`config.mk`:
```
export PLATFORM = sky130hd
export DESIGN_NAME = first_fit_block_allocator_top
export DESIGN_NICKNAME = d
export VERILOG_FILES = /design/src/rtl/core/ffba_pkg.sv /design/src/rtl/core/ffba_ram.sv /design/src/rtl/core/ffba_div.sv /design/src/rtl/core/first_fit_block_allocator_top.sv
export SDC_FILE = /design/constraint.sdc
export NUM_CORES = 2
export LEC_CHECK = 0
export ABC_AREA = 0
export BUFFER_PORTS_ARGS = -buffer_cell sky130_fd_sc_hd__buf_2
export CAP_MARGIN = 25
export CELL_PAD_IN_SITES_DETAIL_PLACEMENT = 1
export CELL_PAD_IN_SITES_GLOBAL_PLACEMENT = 1
export CORE_MARGIN = 3
export CORE_UTILIZATION = 54
export CTS_CLUSTER_DIAMETER = 150
export DETAILED_ROUTE_END_ITERATION = 6
export HOLD_SLACK_MARGIN = 0.15
export PLACE_DENSITY_LB_ADDON = 0.1
export SETUP_SLACK_MARGIN = 0.05
export SLEW_MARGIN = 20
export SYNTH_ARGS = -nofsm -noshare
export SYNTH_HDL_FRONTEND = slang
export SYNTH_HIERARCHICAL = 1
export SYNTH_SLANG_ARGS = --single-unit
export TNS_END_PERCENT = 30
```
`constraint.sdc`:
```
create_clock -name clk -period 64.3 [get_ports clk]
set_input_delay 9.645 -clock clk [delete_from_list [all_inputs] [get_ports clk]]
set_output_delay 9.645 -clock clk [all_outputs]
set_load 0.01 [all_outputs]
```
`src/rtl/core/ffba_pkg.sv`:
```
`default_nettype none

package ffba_pkg;

  // field widths fixed by the interface
  localparam int BS_W   = 13;   // block_bytes
  localparam int BIU_W  = 11;   // blocks_in_use
  localparam int ADDR_W = 32;
  localparam int CFG_W  = 32;
  localparam int CFG_IW = 2;

  // block marks
  localparam logic [1:0] MARK_UNUSED = 2'b01;
  localparam logic [1:0] MARK_TAIL   = 2'b10;
  localparam logic [1:0] MARK_HEAD   = 2'b11;

  // result status codes
  localparam logic [1:0] ST_OK        = 2'd0;
  localparam logic [1:0] ST_NO_SPACE  = 2'd1;
  localparam logic [1:0] ST_UNALIGNED = 2'd2;
  localparam logic [1:0] ST_NOT_HEAD  = 2'd3;

  // request types
  localparam logic REQ_ALLOC = 1'b0;
  localparam logic REQ_FREE  = 1'b1;

  // configuration register indexes
  localparam logic [CFG_IW-1:0] CFG_BLOCK_BYTES   = 2'd0;
  localparam logic [CFG_IW-1:0] CFG_BLOCKS_IN_USE = 2'd1;
  localparam logic [CFG_IW-1:0] CFG_BODY_BASE     = 2'd2;

  // divider handshake
  typedef struct packed {
    logic              start;
    logic [ADDR_W-1:0] dividend;
    logic [BS_W-1:0]   divisor;
  } div_req_t;

  typedef struct packed {
    logic              done;
    logic [ADDR_W-1:0] quotient;
    logic [BS_W-1:0]   remainder;
  } div_rsp_t;

endpackage

`default_nettype wire

```
`src/rtl/core/ffba_ram.sv`:
```
`default_nettype none

module ffba_ram #(
  parameter int WIDTH = 2,
  parameter int DEPTH = 1024
) (
  input  wire logic                     clk,
  input  wire logic                     we,
  input  wire logic [$clog2(DEPTH)-1:0] waddr,
  input  wire logic [WIDTH-1:0]         wdata,
  input  wire logic [$clog2(DEPTH)-1:0] raddr,
  output logic      [WIDTH-1:0]         rdata
);

  logic [WIDTH-1:0] mem [DEPTH];

  always_ff @(posedge clk) begin
    if (we) begin
      mem[waddr] <= wdata;
    end
    rdata <= mem[raddr];
  end

endmodule

`default_nettype wire

```
`src/rtl/core/ffba_div.sv`:
```
`default_nettype none

// Restoring divider, one quotient bit per cycle.
module ffba_div
  import ffba_pkg::*;
(
  input  wire logic     clk,
  input  wire logic     rst_n,
  input  wire div_req_t req,
  output div_rsp_t      rsp
);

  localparam int CNT_W = $clog2(ADDR_W);

  logic              run_r;
  logic [CNT_W-1:0]  cnt_r;
  logic              done_r;
  logic [ADDR_W-1:0] dvd_r;
  logic [BS_W-1:0]   rem_r;
  logic [BS_W-1:0]   dsr_r;
  logic [BS_W:0]     trial;
  logic              fits;
  logic [BS_W:0]     diff;

  always_comb begin
    trial = {rem_r, dvd_r[ADDR_W-1]};
    fits  = trial >= {1'b0, dsr_r};
    diff  = trial - {1'b0, dsr_r};
  end

  always_ff @(posedge clk) begin
    if (!rst_n) begin
      run_r  <= 1'b0;
      done_r <= 1'b0;
      cnt_r  <= '0;
    end else begin
      done_r <= 1'b0;
      if (req.start) begin
        run_r <= 1'b1;
        cnt_r <= '0;
        dvd_r <= req.dividend;
        dsr_r <= req.divisor;
        rem_r <= '0;
      end else if (run_r) begin
        rem_r <= fits ? diff[BS_W-1:0] : trial[BS_W-1:0];
        dvd_r <= {dvd_r[ADDR_W-2:0], fits};
        cnt_r <= cnt_r + CNT_W'(1);
        if (cnt_r == CNT_W'(ADDR_W - 1)) begin
          run_r  <= 1'b0;
          done_r <= 1'b1;
        end
      end
    end
  end

  assign rsp.done      = done_r;
  assign rsp.quotient  = dvd_r;
  assign rsp.remainder = rem_r;

endmodule

`default_nettype wire

```
`src/rtl/core/first_fit_block_allocator_top.sv`:
```
// Channel    | Ports                                            | Handshake
// config     | cfg_we, cfg_index, cfg_data                      | write when cfg_we high
// request    | in_req_type, in_request_bytes, in_free_address   | start && !busy
// result     | out_block_address, out_status                    | out_valid, one cycle
//
// Allocate: a divide, then a mark scan of up to the first count blocks (count is
// blocks_in_use capped at NUM_BLOCKS, one read a cycle), one write per block taken.
// Free: a divide, then a tail walk from the freed head block up to index count.
// Either then passes through S_DONE before the out_valid strobe; busy drops with it.
// After reset a clearing pass over all NUM_BLOCKS entries sets every mark unused.
// Results cannot be stalled: out_valid is a single-cycle strobe.
`default_nettype none

module first_fit_block_allocator_top
  import ffba_pkg::*;
#(
  parameter int NUM_BLOCKS = 1024
) (
  input  wire logic              clk,
  input  wire logic              rst_n,
  input  wire logic              cfg_we,
  input  wire logic [CFG_IW-1:0] cfg_index,
  input  wire logic [CFG_W-1:0]  cfg_data,
  input  wire logic              start,
  output logic                   busy,
  input  wire logic              in_req_type,
  input  wire logic [ADDR_W-1:0] in_request_bytes,
  input  wire logic [ADDR_W-1:0] in_free_address,
  output logic                   out_valid,
  output logic      [ADDR_W-1:0] out_block_address,
  output logic      [1:0]        out_status
);

  localparam int IW = $clog2(NUM_BLOCKS);
  localparam int CW = $clog2(NUM_BLOCKS + 1);
  localparam int PW = IW + BS_W;

  typedef enum logic [2:0] {
    S_CLEAR, S_IDLE, S_DIV, S_SCAN, S_MARK, S_WALK, S_DONE
  } state_t;

  state_t state_r;

  logic [BS_W-1:0]   block_bytes_r;
  logic [BIU_W-1:0]  blocks_in_use_r;
  logic [ADDR_W-1:0] body_base_r;

  logic              req_type_r;
  logic [CW-1:0]     iss_r;
  logic              pend_r;
  logic [IW-1:0]     pend_idx_r;
  logic [CW-1:0]     run_r;
  logic [CW-1:0]     need_r;
  logic [IW-1:0]     start_idx_r;
  logic [IW-1:0]     wr_idx_r;
  logic [CW-1:0]     mark_left_r;
  logic              first_r;
  logic              alloc_ok_r;
  logic [1:0]        st_r;
  logic [PW-1:0]     prod_r;
  logic              out_valid_r;
  logic [ADDR_W-1:0] out_block_address_r;
  logic [1:0]        out_status_r;

  logic [BS_W-1:0]   bs_eff;
  logic [CW-1:0]     count;
  logic              accept;
  logic              issue;
  logic [CW-1:0]     run_inc;
  logic [ADDR_W:0]   need_full;

  div_req_t div_req;
  div_rsp_t div_rsp;

  logic          mem_we;
  logic [IW-1:0] mem_waddr;
  logic [1:0]    mem_wdata;
  logic [1:0]    mem_rdata;

  always_comb begin
    bs_eff  = (block_bytes_r == '0) ? BS_W'(1) : block_bytes_r;
    count   = (32'(blocks_in_use_r) > 32'(NUM_BLOCKS)) ? CW'(NUM_BLOCKS)
                                                      : CW'(blocks_in_use_r);
    accept  = start && (state_r == S_IDLE);
    issue   = iss_r < count;
    run_inc = run_r + CW'(1);
    need_full = {1'b0, div_rsp.quotient} + (ADDR_W + 1)'(div_rsp.remainder != '0);
    if (need_full == '0) begin
      need_full = (ADDR_W + 1)'(1);
    end
  end

  always_comb begin
    div_req.start    = accept;
    div_req.divisor  = bs_eff;
    div_req.dividend = (in_req_type == REQ_FREE) ? in_free_address - body_base_r
                                                 : in_request_bytes;
  end

  ffba_div u_div (
    .clk   (clk),
    .rst_n (rst_n),
    .req   (div_req),
    .rsp   (div_rsp)
  );

  // write port: clearing pass, run marking, and head and tail release on free
  always_comb begin
    mem_we    = 1'b0;
    mem_waddr = wr_idx_r;
    mem_wdata = MARK_UNUSED;
    unique case (state_r)
      S_CLEAR: mem_we = 1'b1;
      S_MARK: begin
        mem_we    = 1'b1;
        mem_wdata = first_r ? MARK_HEAD : MARK_TAIL;
      end
      S_WALK: begin
        mem_waddr = pend_idx_r;
        mem_we    = pend_r && ((first_r && mem_rdata == MARK_HEAD) ||
                               (!first_r && mem_rdata == MARK_TAIL));
      end
      default: mem_we = 1'b0;
    endcase
  end

  ffba_ram #(
    .WIDTH (2),
    .DEPTH (NUM_BLOCKS)
  ) u_marks (
    .clk   (clk),
    .we    (mem_we),
    .waddr (mem_waddr),
    .wdata (mem_wdata),
    .raddr (iss_r[IW-1:0]),
    .rdata (mem_rdata)
  );

  always_ff @(posedge clk) begin
    if (!rst_n) begin
      block_bytes_r   <= BS_W'(16);
      blocks_in_use_r <= BIU_W'(1024);
      body_base_r     <= '0;
    end else if (cfg_we) begin
      unique case (cfg_index)
        CFG_BLOCK_BYTES:   block_bytes_r   <= cfg_data[BS_W-1:0];
        CFG_BLOCKS_IN_USE: blocks_in_use_r <= cfg_data[BIU_W-1:0];
        CFG_BODY_BASE:     body_base_r     <= cfg_data;
        default:           ;
      endcase
    end
  end

  always_ff @(posedge clk) begin
    if (!rst_n) begin
      state_r     <= S_CLEAR;
      wr_idx_r    <= '0;
      pend_r      <= 1'b0;
      out_valid_r <= 1'b0;
    end else begin
      out_valid_r <= 1'b0;
      unique case (state_r)
        S_CLEAR: begin
          wr_idx_r <= wr_idx_r + IW'(1);
          if (wr_idx_r == IW'(NUM_BLOCKS - 1)) begin
            state_r <= S_IDLE;
          end
        end
        S_IDLE: begin
          if (accept) begin
            req_type_r <= in_req_type;
            alloc_ok_r <= 1'b0;
            state_r    <= S_DIV;
          end
        end
        S_DIV: begin
          if (div_rsp.done) begin
            pend_r  <= 1'b0;
            run_r   <= '0;
            first_r <= 1'b1;
            if (req_type_r == REQ_ALLOC) begin
              if (need_full > (ADDR_W + 1)'(count)) begin
                st_r    <= ST_NO_SPACE;
                state_r <= S_DONE;
              end else begin
                need_r  <= CW'(need_full);
                iss_r   <= '0;
                state_r <= S_SCAN;
              end
            end else if (div_rsp.remainder != '0) begin
              st_r    <= ST_UNALIGNED;
              state_r <= S_DONE;
            end else if (div_rsp.quotient >= 32'(count)) begin
              st_r    <= ST_NOT_HEAD;
              state_r <= S_DONE;
            end else begin
              iss_r   <= CW'(div_rsp.quotient);
              state_r <= S_WALK;
            end
          end
        end
        S_SCAN: begin
          // read one block ahead of the one being judged
          pend_r     <= issue;
          pend_idx_r <= iss_r[IW-1:0];
          if (issue) begin
            iss_r <= iss_r + CW'(1);
          end
          if (pend_r) begin
            if (mem_rdata == MARK_UNUSED) begin
              run_r <= run_inc;
              if (run_r == '0) begin
                start_idx_r <= pend_idx_r;
              end
              if (run_inc == need_r) begin
                wr_idx_r    <= (run_r == '0) ? pend_idx_r : start_idx_r;
                start_idx_r <= (run_r == '0) ? pend_idx_r : start_idx_r;
                mark_left_r <= need_r;
                first_r     <= 1'b1;
                state_r     <= S_MARK;
              end
            end else begin
              run_r <= '0;
            end
          end else if (!issue) begin
            st_r    <= ST_NO_SPACE;
            state_r <= S_DONE;
          end
        end
        S_MARK: begin
          prod_r      <= PW'(start_idx_r) * PW'(bs_eff);
          wr_idx_r    <= wr_idx_r + IW'(1);
          mark_left_r <= mark_left_r - CW'(1);
          first_r     <= 1'b0;
          if (mark_left_r == CW'(1)) begin
            alloc_ok_r <= 1'b1;
            st_r       <= ST_OK;
            state_r    <= S_DONE;
          end
        end
        S_WALK: begin
          pend_r     <= issue;
          pend_idx_r <= iss_r[IW-1:0];
          if (issue) begin
            iss_r <= iss_r + CW'(1);
          end
          if (pend_r) begin
            first_r <= 1'b0;
            if (first_r && mem_rdata != MARK_HEAD) begin
              st_r    <= ST_NOT_HEAD;
              state_r <= S_DONE;
            end else if (!first_r && mem_rdata != MARK_TAIL) begin
              st_r    <= ST_OK;
              state_r <= S_DONE;
            end
          end else if (!issue) begin
            st_r    <= ST_OK;
            state_r <= S_DONE;
          end
        end
        S_DONE: begin
          out_valid_r         <= 1'b1;
          out_status_r        <= st_r;
          out_block_address_r <= alloc_ok_r ? body_base_r + 32'(prod_r) : '0;
          state_r             <= S_IDLE;
        end
        default: state_r <= S_IDLE;
      endcase
    end
  end

  assign busy              = (state_r != S_IDLE);
  assign out_valid         = out_valid_r;
  assign out_block_address = out_block_address_r;
  assign out_status        = out_status_r;

endmodule

`default_nettype wire

```
==> flow_metrics.py <==
metrics = {
    "place": {
        "dp.final_hpwl_um": 194000,
        "io_buffers": 138,
        "gp_congestion": 0.874,
        "placed_cells": 9310,
        "pre_cts_slack_ps": 51350,
    },
    "sta": {
        "skew_ps": 58.5,
        "max-slew-margin-rel_pct": 22.4,
        "slew_viol_final": 0,
        "period_share_pct": 18.8,
        "rsz0062_at_grt": "no",
        "worstMarginPinSlew_ps": 1150,
        "setup_tns_ps": 0,
        "period_needed_ps": 12100,
        "max_freq_mhz": 82.7,
        "hold-worst-slack_ps": 468,
        "worst_slack_ps": 52200,
        "hold_viol": 0,
        "setup_viol": 0,
    },
    "yosys": {
        "yosysTopAreaCellShare_pct": 64.4,
        "yosysMostFrequentCell": "edfxtp_1",
        "synth-main-ff-cell": "edfxtp_1",
        "synth_cells": 6983,
        "yosysSeqAreaShare_pct": 65.9,
        "yosys.cell_types.count": 99,
        "syn_area_per_cell_um2": 14.9,
        "synth_fp_nets": 7343,
        "yosys-top-cells-area": "edfxtp_1 (64%), mux4_2 (9.7%), nor2_1 (4.3%)",
        "synth_edf_count": 2232,
        "syn_area_um2": 104000,
        "ys_ff_latch": 2312,
        "async_reset_ff_share_pct": 0,
        "yosys_warnings": 6,
        "synth_common_cells": "edfxtp_1 (2232), nor2_1 (1189), mux4_2 (449)",
        "yosysTopAreaCell": "edfxtp_1",
    },
    "route": {
        "wl_um": 319000,
        "vias_per_cell": 6.53,
        "wl_per_cell_um": 32.7,
        "vias": 63751,
        "ant_nets": 0,
        "drt_iter0_drc": 7195,
        "drc_errors": 0,
        "drt_first_pass_iters": 5,
    },
    "cells_and_area": {
        "post-route-util_pct": 60.1,
        "fin_cells": 9763,
        "synthToLayoutAreaGrowth_pct": 10.3,
        "drive_gt1_share_pct": 17.1,
        "nNetsFinal": 7399,
    },
    "setup_path": {
        "critPathArrivalTime_ps": 12720,
        "crit_type": "in2reg",
        "startpoint_type": "input pin",
        "slowest_delay_ps": 380,
        "critical_path.max_fanout": 4,
        "crit_chain": "buf_2 > ha_1 > a21o_1 > or3_1 > o221a_1 > o31a_1 > o211ai_2 > a21oi_2 > a221oi_4 > o2111ai_1 > nand4_1 > o211ai_1 > mux2_2",
        "end_kind": "register",
        "crit_slowest_cell": "a221oi_4",
        "cp.required_ps": 64920,
    },
    "power_and_ir_drop": {
        "ir_drop_mv": 0.0262,
        "power-per-cell-area_nw_per_um2": 26.3,
        "p_leak_nw": 39.8,
    },
    "cts": {
        "cts_root_buffer": "clkbuf_16",
        "clkSinkCount": 2312,
        "cts_resized": 0,
        "clkTransAtPathRegs_ps": 60,
        "clock_latency_ps": 890,
        "max-clock-path-buffers": 3,
        "cts-htree-levels": 4,
        "postCtsHoldBufs": 0,
        "tritoncts": "yes",
        "post-cts-setup-buffers": 0,
        "cts_buffers": 233,
    },
    "grt": {
        "grt_pass1_wl_um": 464000,
        "grtUsageTotal_pct": 32.3,
        "grt_pass1_vias": 66861,
        "grt_overflow": 0,
        "grt_start_max_net_pins": 235,
        "antenna_found_initial": 16,
    },
    "flow_run": {
        "drv_cap": 0,
    },
    "min_path": {
        "min_path_type": "reg2reg",
    },
    "die": {
        "initial_utilization_pct": 54.5,
        "io_pins": 139,
        "die-height_um": 445,
        "num_rows": 160,
        "die-area_um2": 198000,
        "die_w_um": 445,
        "core_area_um2": 191000,
    },
    "outcome": {
        "outcome": "finished clean",
    },
}
area by class of cell:
cell class	count	area, um^2
tap	2511	3140
multi-input combinational	4002	32700
antenna	13	32.5
timing repair buffer	305	2240
inverter	185	704
clock buffer	296	6110
sequential	2312	68600
fill	17491	76100
clock inverter	139	1270
critical path, delay by kind of cell:
family | cells | cell delay [ps]
AO/OA/AOI/OAI | 8 | 1850
AND/OR/NAND/NOR | 2 | 470
adder cells (fa/ha/maj) | 1 | 350
multiplexers | 1 | 280
buffers and inverters | 1 | 110
flip-flops by register name, summed over array words and instances (netlist names), 5 cells and up:
| register | count |
|---|---|
| wr_idx_r | 10 |
| mark_left_r | 11 |
| u_marks/mem | 2048 |
| body_base_r | 32 |
| run_r | 11 |
| need_r | 11 |
| block_bytes_r | 13 |
| out_block_address | 32 |
| start_idx_r | 10 |
| blocks_in_use_r | 11 |
| u_div/dsr_r | 13 |
| prod_r | 23 |
| u_div/cnt_r | 5 |
| pend_idx_r | 10 |
| iss_r | 11 |
| u_div/dvd_r | 32 |
| u_div/rem_r | 13 |
where the power goes:
part | internal, mW | leakage (nW) | switching (mW)
logic | 0.0242 | 12.8 | 0.0451
clock network | 0.733 | 3.60 | 0.589
registers | 1.63 | 23.4 | 0.00272
total | 2.38 | 39.8 | 0.637
stage by stage:
stage	cell area, um^2	power (mW)
floorplan	104000	1.70
global placement	107000	1.73
detailed placement	107000	1.73
CTS	115000	3.04
global route	115000	3.10
finish	115000	3.02
worst paths after layout:
path                                         from                         endpoint  slack, ps  depth (start not counted)
hold / removal    blocks_in_use_r[3]$_SDFFE_PN0P_  blocks_in_use_r[3]$_SDFFE_PN0P_        470                          2
setup reg to reg               iss_r[0]$_DFFE_PP_         u_marks/rdata[1]$_DFF_P_      56790                         13
setup / recovery               in_free_address[5]        u_div/dvd_r[30]$_DFFE_PP_      52200                         13
hold reg to reg   blocks_in_use_r[3]$_SDFFE_PN0P_  blocks_in_use_r[3]$_SDFFE_PN0P_        470                          2
routing by layer:
| layer | vias to the layer above | global-route usage, % | routed length, um |
|---|---|---|---|
| met5 | - | 0 | 21 |
| met2 | 3055 | 52.9 | 155000 |
| met4 | 4 | 13.5 | 15000 |
| met1 | 33434 | 43.0 | 121000 |
| li1 | 26576 | - | - |
| met3 | 682 | 5.86 | 27700 |
logic make-up after synthesis:
family,after synthesis,share of synthesized area [%]
simple gates,2127,8.83
buf+inv,669,2.99
flops,2312,65.9
mux,737,12.6
xor+xnor,122,1.09
compound gates,759,4.87
fa+ha+maj,257,3.73
cells in the final DEF (no fill, tap or decap), drive strengths merged, types with 116 or more instances in the layout:
cell type  Yosys  final
clkinv         2    116
nand2        425    425
clkbuf       317    297
buf          167    304
ha           168    168
mux2i        218    218
a21oi        216    216
inv          183    188
nor2        1189   1189
edfxtp      2232   2232
mux4         449    449
Power figures use the tool's default switching activity.
